## config.mk

```make
export PLATFORM = sky130hd
export DESIGN_NAME = isort_cell
export DESIGN_NICKNAME = d
export VERILOG_FILES = /design/src/isort_pkg.sv /design/src/isort_cell.sv
export SDC_FILE = /design/constraint.sdc
export NUM_CORES = 1
export LEC_CHECK = 0
export BUFFER_PORTS_ARGS = -buffer_cell sky130_fd_sc_hd__buf_2
export CORE_ASPECT_RATIO = 0.9
export CORE_MARGIN = 4
export CORE_UTILIZATION = 45
export CTS_BUF_LIST = sky130_fd_sc_hd__clkbuf_2
export DETAILED_ROUTE_END_ITERATION = 16
export HOLD_SLACK_MARGIN = 0.05
export PLACE_DENSITY = 0.81
export SKIP_CTS_REPAIR_TIMING = 1
export SYNTH_ARGS = -nofsm -noshare
export SYNTH_HDL_FRONTEND = slang
export SYNTH_SLANG_ARGS = --single-unit
```

## constraint.sdc

```tcl
create_clock -name clk -period 4.6 [get_ports clk]
set_input_delay 0.23 -clock clk [delete_from_list [all_inputs] [get_ports clk]]
set_output_delay 0.23 -clock clk [all_outputs]
set_load 0.01 [all_outputs]
```

## src/isort_pkg.sv

```systemverilog
// isort_pkg: shared types for the insertion sorter.
// Used by isort_cell and insertion_sorter_top; no dependencies.
`default_nettype none
package isort_pkg;

	typedef logic signed [31:0] word_t;

	// per-cycle command broadcast to every cell
	typedef struct packed {
		logic insert;  // place the broadcast value this cycle
		logic shift;   // move contents one cell toward cell 0
	} cell_ctrl_t;

endpackage
`default_nettype wire

```

## src/isort_cell.sv

```systemverilog
// isort_cell: one compare-and-shift cell of the sorting row.
// Depends on isort_pkg (word_t, cell_ctrl_t).
`default_nettype none
module isort_cell (
	input  wire                     clk,
	input  isort_pkg::cell_ctrl_t   ctrl,
	input  isort_pkg::word_t        ins_value,
	input  wire                     occ,
	input  wire                     left_occ,
	input  wire                     left_gt,
	input  isort_pkg::word_t        left_val,
	input  isort_pkg::word_t        right_val,
	output isort_pkg::word_t        val,
	output logic                    gt
);

	isort_pkg::word_t val_q;
	logic take;

	// strict compare keeps equal values ahead of the new one
	assign gt   = occ && (val_q > ins_value);
	assign take = gt || (!occ && left_occ);
	assign val  = val_q;

	always_ff @(posedge clk) begin
		if (ctrl.insert) begin
			if (left_gt) begin
				val_q <= left_val;
			end else if (take) begin
				val_q <= ins_value;
			end
		end else if (ctrl.shift) begin
			val_q <= right_val;
		end
	end

endmodule
`default_nettype wire
```

# Word-level counts from Yosys, hierarchy flattened
# Index checks and enable logic that the tools add are counted.
# totals
register_bits	32
input_bits	102
output_inout_bits	33
elab_cells	13
# op_classes
n_lt_le_gt_ge	1
n_eq_ne	1
mux	4
reduce_logical	6
# ops
op	count
two-way mux 32 bit	4
greater-than comparator 32 bit	1
!= test 3 x 1 -> 1 bit (second input constant)	1
logical AND 1 bit	2
AND reduction 2 bit	1
nonzero test 2 bit	1
zero test 1 bit	1
logical OR 1 bit	1

# Longest topological paths before layout
# Gate-level depths: netlist of the first run.
# logic_depth
word_depth	6
ltp_mapped	8
mapped_depth_nobuf	8

# Worst setup path before layout of the first run
# OpenSTA, ideal clock, no wires.
# synth_timing
kind	register to register
startpoint	register val_q[14], in the netlist val[14]
endpoint	register val_q[0], in the netlist val[0] (enable)
setup_time_ns	0.441
arrival_ns	3.728
required_time_ns	4.159
slack_ns	0.431
stages_incl_launch_ff	8
path_buffers	0
synth_period_minus_slack_ns	4.169
path_cell_list	edfxtp_1 ha_1 nand4_1 nor2_1 a221o_1 o31a_1 or3_1 a31oi_1
# synth_via
elab_chain_len	5
# synth_rtl
element	line	source
start: declaration	isort_cell.sv:17	isort_pkg::word_t val_q;
start signal: assignment	isort_cell.sv:28	val_q <= left_val;
start signal: assignment	isort_cell.sv:30	val_q <= ins_value;
start signal: assignment	isort_cell.sv:33	val_q <= right_val;
greater-than comparator 32 bit	isort_cell.sv:21	assign gt = occ && (val_q > ins_value);
logical AND 1 bit	isort_cell.sv:21	
logical OR 1 bit	isort_cell.sv:22	assign take = gt || (!occ && left_occ);
!= test 3 x 1 -> 1 bit (no line)	-	
AND reduction 2 bit (no line)	-	
# Every way passes these cells.
# A chain may end at the register's enable or synchronous reset.

# Worst setup path in the final report of the first run
# layout_timing
startpoint	register val_q[7], in the netlist val[7]
endpoint	register val_q[31], in the netlist val[31] (enable)
# Same word-level chain as after synthesis.

==> results by stage, run 1 <==
Worst setup path:
- The most critical setup path has its endpoint at val[31]$_DFFE_PP_.
- On the worst path, the slowest cell contributes a delay of 0.50 ns.
- STA classifies the critical path startpoint as a flip-flop.
- The cell at the slowest stage of the critical path is a31oi_4.
- The critical register-to-register path startpoint is val[7]$_DFFE_PP_.
- Data on the critical path is required at its endpoint by 4.69 ns.
- Counting cells, the worst reg-to-reg path comes to 8.
- The signal on the critical path passes through ha_1 > a21oi_1 > o21ai_0 > a221o_1 > o31a_1 > or3_1 > a31oi_4 > buf_4.
- The register-to-register setup slack is 1.37 ns.
- The worst register-to-register path ends at val[31]$_DFFE_PP_.
- The worst setup path is captured at a flip-flop.
- The worst setup path is of the reg -> reg kind.
- The most critical setup path has its startpoint at val[7]$_DFFE_PP_.
- Along the worst path, the maximum fanout reaches 18.
- The arrival time at the worst endpoint is 3.32 ns.

Die:
- The core region area is 5255 um^2.
- The area enclosed by the die boundary is 6687 um^2.
- The y dimension of the die is 77.98 um.
- From left edge to right edge, the die measures 85.76 um.
- The boundary pin count is 135.
- The floorplan has 25 rows.
- The starting utilization of the core area is 46.60%.

GRT:
- For this run, global-route usage on met1 was measured as 23.84%.
- The via count of the first global-routing pass was 2312.
- The total global routing track utilization is 19.14%.
- The pin count of the biggest net entering global routing is 67.
- The number of antenna violations at the first check in global routing is 0.
- The total overflow left after global routing is 0.
- In this run the most used layer during global routing was met2.
- In the global route stage, met2 resource usage came out at 33.00%.
- For this run, global-route usage on met3 was measured as 4.352%.
- The first global-routing pass estimated 10260 um of wire.

Final layout:
- The net count reported at finish is 528.
- The filler cells instantiated in the layout total 472.
- Relative to the synthesized area, the layout overhead comes to 32.91%.
- The flip-flop count of the largest register after layout is 32.
- The share of cells above drive strength 1 is 36.46%.
- The number of antenna diodes is 0.
- The finished layout holds 462 standard cells, fillers aside.

Clock network:
- In this run the number of H-tree levels came out at 2.
- Clock latency on the worst-skew pair, taken at its later pin, is 0.39 ns.
- The TritonCTS clock tree is built.
- No sink is reached through more buffers than the 2 on the longest clock path.
- CTS placed an instance of clkbuf_2 at the clock tree root.
- The CTS sink count is 32.
- Clock-pin slew was measured on the worst setup and hold paths at 0.18 ns.
- In this run, CTS created clock tree buffers numbering 5.

Place:
- The cell total after placement is 454.
- Input and output buffers added on the ports amount to 134.
- OpenSTA, run right after detailed placement, puts the worst setup slack at 1.384 ns.
- The wire-length estimate of the detail-placed layout is 5362 um.
- The global placement routability congestion is 0.8807.

Run:
- The max-cap check violation count is 0.

Timing:
- The share of the clock period used by the worst path after layout is 70.11%.
- The count of final hold-check violations is 0.
- Setup repair after global routing left no endpoint under its margin.
- The slew at the pin closest to its max-slew limit is 0.9943 ns.
- The timing-limited maximum frequency is 310.1 MHz.
- After layout, the minimum clock period comes to 3.225 ns.
- The final count of pins violating max slew is 0.
- Across the routed clock network, the largest skew measured is 0.008096 ns.
- Measured against its own limit, the worst slew margin works out to 33.72%.
- Setup violations remaining at the end of the flow were counted as 0.
- In the final timing run, aggregate negative setup slack is 0 ns.
- The post-layout worst setup margin is 1.375 ns.

Power:
- IR analysis of the VDD net gives a maximum drop of 0.1602 mV.
- The power density relative to cell area is 254.8 nW/um^2.
- The analysis attributes to cell leakage a power of 1.698 nW.

Routing:
- For this block, the initial DRC count from the detailed router was 59.
- The number of remaining DRC errors is 0.
- The routed design has 6525 um of wire.
- The length of the first detailed-routing pass in iterations is 5.
- Detailed routing inserted a total of 2360 vias.
- The wire length per cell after detailed routing is 14.12 um.
- The number of vias per cell is 5.108.
- The count of antenna-violating nets left after detailed routing is 0.

Synth:
- The post-synthesis cell area is 2449 um^2.
- Counting flops with an async set or reset pin after synthesis yields a share of 0%.
- The count of warnings emitted by yosys is 0.
- In this run, distinct cell masters in the synthesized netlist total 24.
- Yosys attributes the largest share of cell area to edfxtp_1, ha_1, mux2i_1.
- Counting every net in the synthesized netlist gives 396.
- A synthesized cell averages 9.346 um^2.
- The largest area contributor in the netlist is edfxtp_1.
- In the synthesized netlist, the cells that appear most often are a21oi_1, nor2_1, inv_1.
- For this run, the leading register cell type out of synthesis is edfxtp_1.
- The most instantiated library cell after synthesis is a21oi_1.
- The synthesized flop and latch total is 32.
- Of the post-synthesis cell area, the dominant cell type holds 39.24%.
- Sequential elements use 39.24% of the synthesized area.
- The count of mapped cells out of synthesis is 262.
- In this run, synthesis inferred 32 flip-flops with an integrated enable.

Worst hold path:
- The path category of the worst min-delay check is in -> reg.
- The startpoint identified for the worst hold timing path is right_val[15].

Run status:
- The run finished with clean final reports.
==> cell families after synthesis <==
family,Yosys count,synth area share [%]
compound gates,60,13.75
fa+ha+maj,32,16.35
buf+inv,46,7.052
flops,32,39.24
mux,32,13.08
simple gates,60,10.53
==> placed cells by master (no fill, tap or decap), types with 5 or more instances in the layout <==
cell	Yosys	routed
a21oi_1	44	44
buf_2	0	134
clkbuf_2	0	5
edfxtp_1	32	32
ha_1	32	32
inv_1	35	35
mux2i_1	32	32
nand2_1	8	8
nand4_1	8	8
nor2_1	37	37
==> critical path, delay by kind of cell (launching register included) <==
kind	cells	cell delay [ns]
adder cells (fa/ha/maj)	1	0.33
AO/OA/AOI/OAI	5	1.39
flip-flops	1	0.44
buffers and inverters	1	0.37
AND/OR/NAND/NOR	1	0.40
==> how the worst min path moves through the flow <==
stage	end	slack, ns	depth (start not counted)
after floorplan	val[30]$_DFFE_PP_	0.46	2
after global placement	val[16]$_DFFE_PP_	0.55	3
after detailed placement	val[23]$_DFFE_PP_	0.55	3
after CTS	val[19]$_DFFE_PP_	0.13	3
after global routing	val[15]$_DFFE_PP_	0.12	3
final	val[15]$_DFFE_PP_	0.15	3
==> through the flow <==
step	total power [mW]	cell area [um^2]	hold slack (ns)	util, %
after CTS	0.8344	3254	0.1345	61.93
after floorplan	0.5281	2449	0.4556	-
after global placement	0.6354	3192	0.5519	60.74
final	0.8291	3254	0.1521	61.93
after detailed placement	0.6446	3192	0.5548	60.74
after global routing	0.8829	3254	0.1234	61.93
==> area by class of cell <==
class	count	area (um^2)	area share [%]
Multi-Input combinational cell	184	1330	40.87
Sequential cell	32	960.9	29.53
Tap cell	67	83.83	2.576
Clock buffer	5	25.02	0.7689
Inverter	35	131.4	4.037
Timing Repair Buffer	136	685.7	21.07
Clock inverter	3	37.54	1.153
==> report_power, final <==
| group | switching, mW | internal, mW |
|---|---|---|
| Sequential | 0.0161 | 0.361 |
| Clock | 0.105 | 0.0886 |
| Combinational | 0.140 | 0.118 |
| Total | 0.261 | 0.568 |
==> metal layers <==
| metal | wire, um | vias up |
|---|---|---|
| met5 | 0 | - |
| met3 | 507 | 8 |
| li1 | - | 1204 |
| met1 | 2699 | 1057 |
| met4 | 85 | 0 |
| met2 | 3232 | 91 |
(Power assumes the default switching activity.)
==> inputs of run 2 (changes only) <==
clock period = 3.3 ns   (was 4.6 ns; I/O delays follow)
==> results by stage, run 2 (synthesis gave the netlist of run 1 again) <==
Timing:
- The final setup violation count was 0 (unchanged).
- The setup clock skew after layout is 0.008880 ns (was 0.008096 ns).
- The final count of pins violating max slew was 0 (unchanged).
- The slew at the pin closest to its max-slew limit is 0.5775 ns (was 0.9943 ns).
- The timing-limited maximum frequency is 352.6 MHz (was 310.1 MHz).
- RSZ-0062 raised after global routing: no (unchanged).
- The share of the clock period used by the worst path after layout was 85.95% (was 70.11%).
- The worst slew margin relative to its limit is 61.50% (was 33.72%).
- The time the final worst path needs with I/O delays and setup is 2.836 ns (was 3.225 ns).
- The count of final hold-check violations is 0 (unchanged).
- The summed negative setup slack over all endpoints is 0 ns (unchanged).
- The post-layout worst setup margin was 0.4638 ns (was 1.375 ns).

Final layout:
- The number of antenna diodes is 0 (unchanged).
- The net count reported at finish is 530 (was 528).
- The leading cell type in the layout, fill and taps excluded is buf_2 (unchanged).
- Commonest cells after routing, fill and taps aside: buf_2, a21oi_1, nor2_1 (unchanged).
- The flip-flop count of the largest register after layout is 32 (unchanged).
- The area added between synthesis and finish is 32.55% (was 32.91%).
- The share of cells above drive strength 1 is 37.03% (was 36.46%).
- The utilization after layout is 61.76% (was 61.93%).

GRT:
- The number of antenna violations at the first check in global routing is 0 (unchanged).
- The pin count of the biggest net entering global routing is 65 (was 67).
- The global route total overflow is 0 (unchanged).
- The via count of the first global-routing pass is 2342 (was 2312).
- The global-route wire length before repair is 10270 um (was 10260 um).
- The total global routing track utilization came to 19.35% (was 19.14%).

Routing:
- The total via count in the routed design is 2340 (was 2360).
- The wire length per cell after detailed routing is 13.89 um (was 14.12 um).
- The number of remaining DRC errors came to 0 (unchanged).
- The violation count after the first detailed-routing iteration was 122 (was 59).
- The count of antenna-violating nets left after detailed routing was 0 (unchanged).
- The number of vias per cell was 5.043 (was 5.108).
- The post-detailed-routing wire length is 6444 um (was 6525 um).
- The length of the first detailed-routing pass in iterations is 4 (was 5).

Clock network:
- The H-tree depth reported by CTS is 2 (unchanged).
- The register clock-pin slew on the reported worst setup and hold paths is 0.17 ns (was 0.18 ns).
- The clock latency at the later pin of the worst-skew pair is 0.35 ns (was 0.39 ns).
- The clock tree root driver cell is clkbuf_2 (unchanged).
- The number of CTS-inserted buffers is 5 (unchanged).
- The CTS sink count came to 32 (unchanged).
- The clock tree buffer depth is 2 (unchanged).
- The TritonCTS clock tree is built (unchanged).

Worst hold path:
- The path category of the worst min-delay check is in -> reg (unchanged).

Worst setup path:
- The critical path data required time is 3.35 ns (was 4.69 ns).
- The largest fanout of any net on the critical path is 22 (was 18).
- The category of the critical setup timing path is reg -> reg (unchanged).
- The launching element type of the critical path was a flip-flop (unchanged).
- The arrival time at the worst endpoint is 2.88 ns (was 3.32 ns).
- The critical path capture point type is a flip-flop (unchanged).

Die:
- The starting utilization of the core area is 46.60% (unchanged).
- The core region area was 5255 um^2 (unchanged).
- The y dimension of the die is 77.98 um (unchanged).
- The row count was 25 (unchanged).
- The floorplan die width is 85.76 um (unchanged).
- The boundary pin count was 135 (unchanged).
- The area enclosed by the die boundary is 6687 um^2 (unchanged).

Place:
- The placement-stage worst setup slack is 0.4620 ns (was 1.384 ns).
- The detailed placer's ending HPWL was 5464 um (was 5362 um).
- The quantity of I/O buffers inserted on ports is 134 (unchanged).
- The global placement routability congestion is 0.7934 (was 0.8807).

Power:
- The largest vdd supply drop is 0.2070 mV (was 0.1602 mV).
- The power density relative to cell area is 330.2 nW/um^2 (was 254.8 nW/um^2).
- The static leakage power was 1.699 nW (was 1.698 nW).
- The sum of internal, switching and leakage power was 1.072 mW (was 0.8291 mW).

Run status:
- Result of the run: complete, no violations (unchanged).

Run:
- The max-cap check violation count was 0 (unchanged).
==> run 2: cell count changes in the layout (fill, tap and decap cells not counted) <==
cell / delta
buf_4: +2
clkinv_2: +2
bufinv_16: -1
clkinv_1: -1
==> run 2: critical path, cell delays in order (launching register included) <==
cell	delay (ns)
edfxtp_1	0.42
ha_1	0.31
a21oi_1	0.18
o21ai_0	0.12
a221o_1	0.30
o31a_1	0.31
or3_1	0.41
a31oi_4	0.18
buf_4	0.31
==> run 2: layer usage <==
layer	global-route usage (%)	vias up	wire, um
li1	-	1211	-
met1	22.42	1050	2567
met2	35.64	73	3363
met3	4.140	6	441
met4	5.222	0	71
met5	0	-	0
==> run 2: worst paths after layout <==
path / slack [ns] / startpoint / end / depth (start not counted)
worst max register to register: 0.46 / val[5]$_DFFE_PP_ / val[7]$_DFFE_PP_ / 8
worst min-delay path: 0.12 / right_val[11] / val[11]$_DFFE_PP_ / 3
worst max-delay path: 0.46 / val[5]$_DFFE_PP_ / val[7]$_DFFE_PP_ / 8
worst min register to register: 1.22 / val[31]$_DFFE_PP_ / val[22]$_DFFE_PP_ / 4
==> run 2: through the flow <==
step                      cell area, um^2  hold WS [ns]  cells
after floorplan                      2464        0.3906    262
after global placement               3207        0.4858    456
after detailed placement             3207        0.4904    456
after CTS                            3246        0.1004    464
after global routing                 3246       0.06978    464
final                                3246        0.1248    464
==> run 2: cell type report <==
| type | instances | area, um^2 |
|---|---|---|
| Clock buffer | 5 | 25.02 |
| Clock inverter | 3 | 13.76 |
| Fill cell | 476 | 2009 |
| Inverter | 35 | 131.4 |
| Multi-Input combinational cell | 184 | 1330 |
| Sequential cell | 32 | 960.9 |
| Tap cell | 67 | 83.83 |
| Timing Repair Buffer | 138 | 700.7 |
==> run 2: power by group <==
part	total [mW]	internal, mW	leakage, nW	switching [mW]
Sequential	0.524	0.502	0.314	0.0220
Combinational	0.364	0.167	1.35	0.197
Clock	0.183	0.0477	0.0302	0.135
Total	1.07	0.717	1.70	0.354
==> inputs of run 3 (changes only) <==
CORE_UTILIZATION = 42   (was 45)
PLACE_DENSITY = 0.79   (was 0.81)
clock period = 2.5 ns   (was 3.3 ns; I/O delays follow)
==> results by stage, run 3 (synthesis gave the netlist of run 1 again) <==
Run status:
- Result of the run: finished with violations (was complete, no violations).
- The final reports fail on negative setup slack.

Worst setup path:
- The arrival time at the worst endpoint is 2.75 ns (was 2.88 ns).
- The largest fanout of any net on the critical path is 26 (was 22).
- Cell-by-cell listing of the critical path: ha_4 > a21oi_1 > o21ai_2 > a221o_1 > o31a_1 > or3_4 > a31oi_4 > buf_12 (was ha_1 > a21oi_1 > o21ai_0 > a221o_1 > o31a_1 > or3_1 > a31oi_4 > buf_4).
- The critical path data required time is 2.60 ns (was 3.35 ns).
- The largest stage delay on the critical path is 0.47 ns (was 0.42 ns).
- The category of the critical setup timing path is reg -> reg (unchanged).
- The number of cells on the worst reg-to-reg path came to 8 (unchanged).
- The cell at the slowest stage of the critical path was edfxtp_1 (unchanged).
- The launching element type of the critical path is a flip-flop (unchanged).
- The critical path capture point type is a flip-flop (unchanged).

Die:
- The core region area is 5660 um^2 (was 5255 um^2).
- The boundary pin count is 135 (unchanged).
- The starting utilization of the core area came to 43.26% (was 46.60%).
- The row count is 26 (was 25).
- The area enclosed by the die boundary is 7117 um^2 (was 6687 um^2).
- The y dimension of the die came to 80.44 um (was 77.98 um).
- The floorplan die width is 88.49 um (was 85.76 um).

Routing:
- The length of the first detailed-routing pass in iterations is 4 (unchanged).
- The total via count in the routed design is 2489 (was 2340).
- The number of remaining DRC errors is 0 (unchanged).
- The post-detailed-routing wire length is 7145 um (was 6444 um).
- The count of antenna-violating nets left after detailed routing is 0 (unchanged).
- The wire length per cell after detailed routing is 14.52 um (was 13.89 um).
- The number of vias per cell is 5.059 (was 5.043).
- The violation count after the first detailed-routing iteration is 76 (was 122).

Worst hold path:
- The number of cells on the worst hold path is 3 (unchanged).
- The path category of the worst min-delay check is in -> reg (unchanged).

Timing:
- The slew at the pin closest to its max-slew limit came to 0.5096 ns (was 0.5775 ns).
- The setup clock skew after layout is 0.01108 ns (was 0.008880 ns).
- The final setup violation count is 33 (was 0).
- The worst slew margin relative to its limit was 66.03% (was 61.50%).
- The post-layout worst setup margin was -0.1488 ns (was 0.4638 ns).
- The final count of pins violating max slew was 0 (unchanged).
- The summed negative setup slack over all endpoints is -3.960 ns (was 0 ns).
- The count of final hold-check violations was 0 (unchanged).
- The share of the clock period used by the worst path after layout was 106.0% (was 85.95%).
- RSZ-0062 raised after global routing: yes (was no).
- The time the final worst path needs with I/O delays and setup is 2.649 ns (was 2.836 ns).
- The timing-limited maximum frequency came to 377.5 MHz (was 352.6 MHz).
- The final hold slack is 0.05502 ns (was 0.1248 ns).

Power:
- The static leakage power came to 1.820 nW (was 1.699 nW).
- The largest vdd supply drop is 0.2892 mV (was 0.2070 mV).
- The sum of internal, switching and leakage power was 1.523 mW (was 1.072 mW).
- The power density relative to cell area is 424.2 nW/um^2 (was 330.2 nW/um^2).

Final layout:
- The flip-flop count of the largest register after layout was 32 (unchanged).
- The layout filler cell count is 488 (was 476).
- The net count reported at finish is 555 (was 530).
- The area occupied by registers came to 960.9 um^2 (unchanged).
- The leading cell type in the layout, fill and taps excluded was buf_2 (unchanged).
- The share of cells above drive strength 1 is 40.76% (was 37.03%).
- The area added between synthesis and finish is 46.65% (was 32.55%).
- The design area came to 3591 um^2 (was 3246 um^2).
- The total area of multi-input combinational cells is 1438 um^2 (was 1330 um^2).
- The number of antenna diodes is 0 (unchanged).
- Commonest cells after routing, fill and taps aside: buf_2, a21oi_1, nor2_1 (unchanged).

GRT:
- The fraction of met3 tracks used by global routing is 3.282% (was 4.140%).
- The routing usage on met1 is 23.40% (was 22.42%).
- The global routing's busiest layer is met2 (unchanged).
- The pin count of the biggest net entering global routing came to 57 (was 65).
- The number of antenna violations at the first check in global routing is 0 (unchanged).
- The global-route wire length before repair is 10500 um (was 10270 um).
- The via count of the first global-routing pass came to 2428 (was 2342).
- The met2 usage is 32.51% (was 35.64%).
- The total global routing track utilization is 18.92% (was 19.35%).
- The global route total overflow was 0 (unchanged).

Clock network:
- The number of CTS-inserted buffers was 5 (unchanged).
- The CTS sink count is 32 (unchanged).
- The H-tree depth reported by CTS is 2 (unchanged).
- The clock latency at the later pin of the worst-skew pair is 0.38 ns (was 0.35 ns).
- The clock tree buffer depth is 2 (unchanged).
- The register clock-pin slew on the reported worst setup and hold paths is 0.18 ns (was 0.17 ns).
- The clock tree root driver cell is clkbuf_2 (unchanged).
- The TritonCTS clock tree is built (unchanged).

Place:
- The quantity of I/O buffers inserted on ports is 134 (unchanged).
- The area of placed instances is 3328 um^2 (was 3207 um^2).
- The placement-stage worst setup slack came to -0.1428 ns (was 0.4620 ns).
- The global placement routability congestion came to 0.7870 (was 0.7934).
- The detailed placer's ending HPWL is 5692 um (was 5464 um).

Run:
- The max-cap check violation count is 0 (unchanged).
==> run 3: cell type report <==
cell class | instances | share of cell area (%)
tap | 70 | 2.439
inverter | 35 | 3.659
clock inverter | 2 | 0.3136
timing repair buffer | 163 | 25.96
multi-input combinational | 184 | 40.03
sequential | 32 | 26.76
clock buffer | 6 | 0.8362
==> run 3: per-layer routing <==
metal  part of all wire (%)  up-vias
li1                       -     1259
met1                     40     1148
met2                     52       68
met3                    5.2       14
met4                    2.1        0
met5                      0        -
==> run 3: final timing paths <==
check               startpoint                 to  slack (ns)
max reg2reg   val[5]$_DFFE_PP_  val[21]$_DFFE_PP_       -0.15
min              right_val[18]  val[18]$_DFFE_PP_        0.06
min reg2reg  val[31]$_DFFE_PP_  val[16]$_DFFE_PP_        1.18
max           val[5]$_DFFE_PP_  val[21]$_DFFE_PP_       -0.15
==> run 3: critical path, delay by kind of cell, from the launching register on <==
family          cells  cell delay [ns]
compound gates      5             1.07
fa+ha+maj           1             0.24
buf+inv             1             0.22
flops               1             0.47
simple gates        1             0.35
==> run 3: power breakdown <==
group	internal (mW)	switching, mW	leakage [nW]
clock	0.0699	0.187	0.0266
sequential	0.663	0.0338	0.314
combinational	0.282	0.287	1.48
total	1.02	0.508	1.82
==> run 3: through the flow <==
stage	utilization (%)	std cells
floorplan	-	262
global placement	58.80	469
detailed placement	58.80	469
CTS	59.53	477
global route	63.44	492
finish	63.44	492
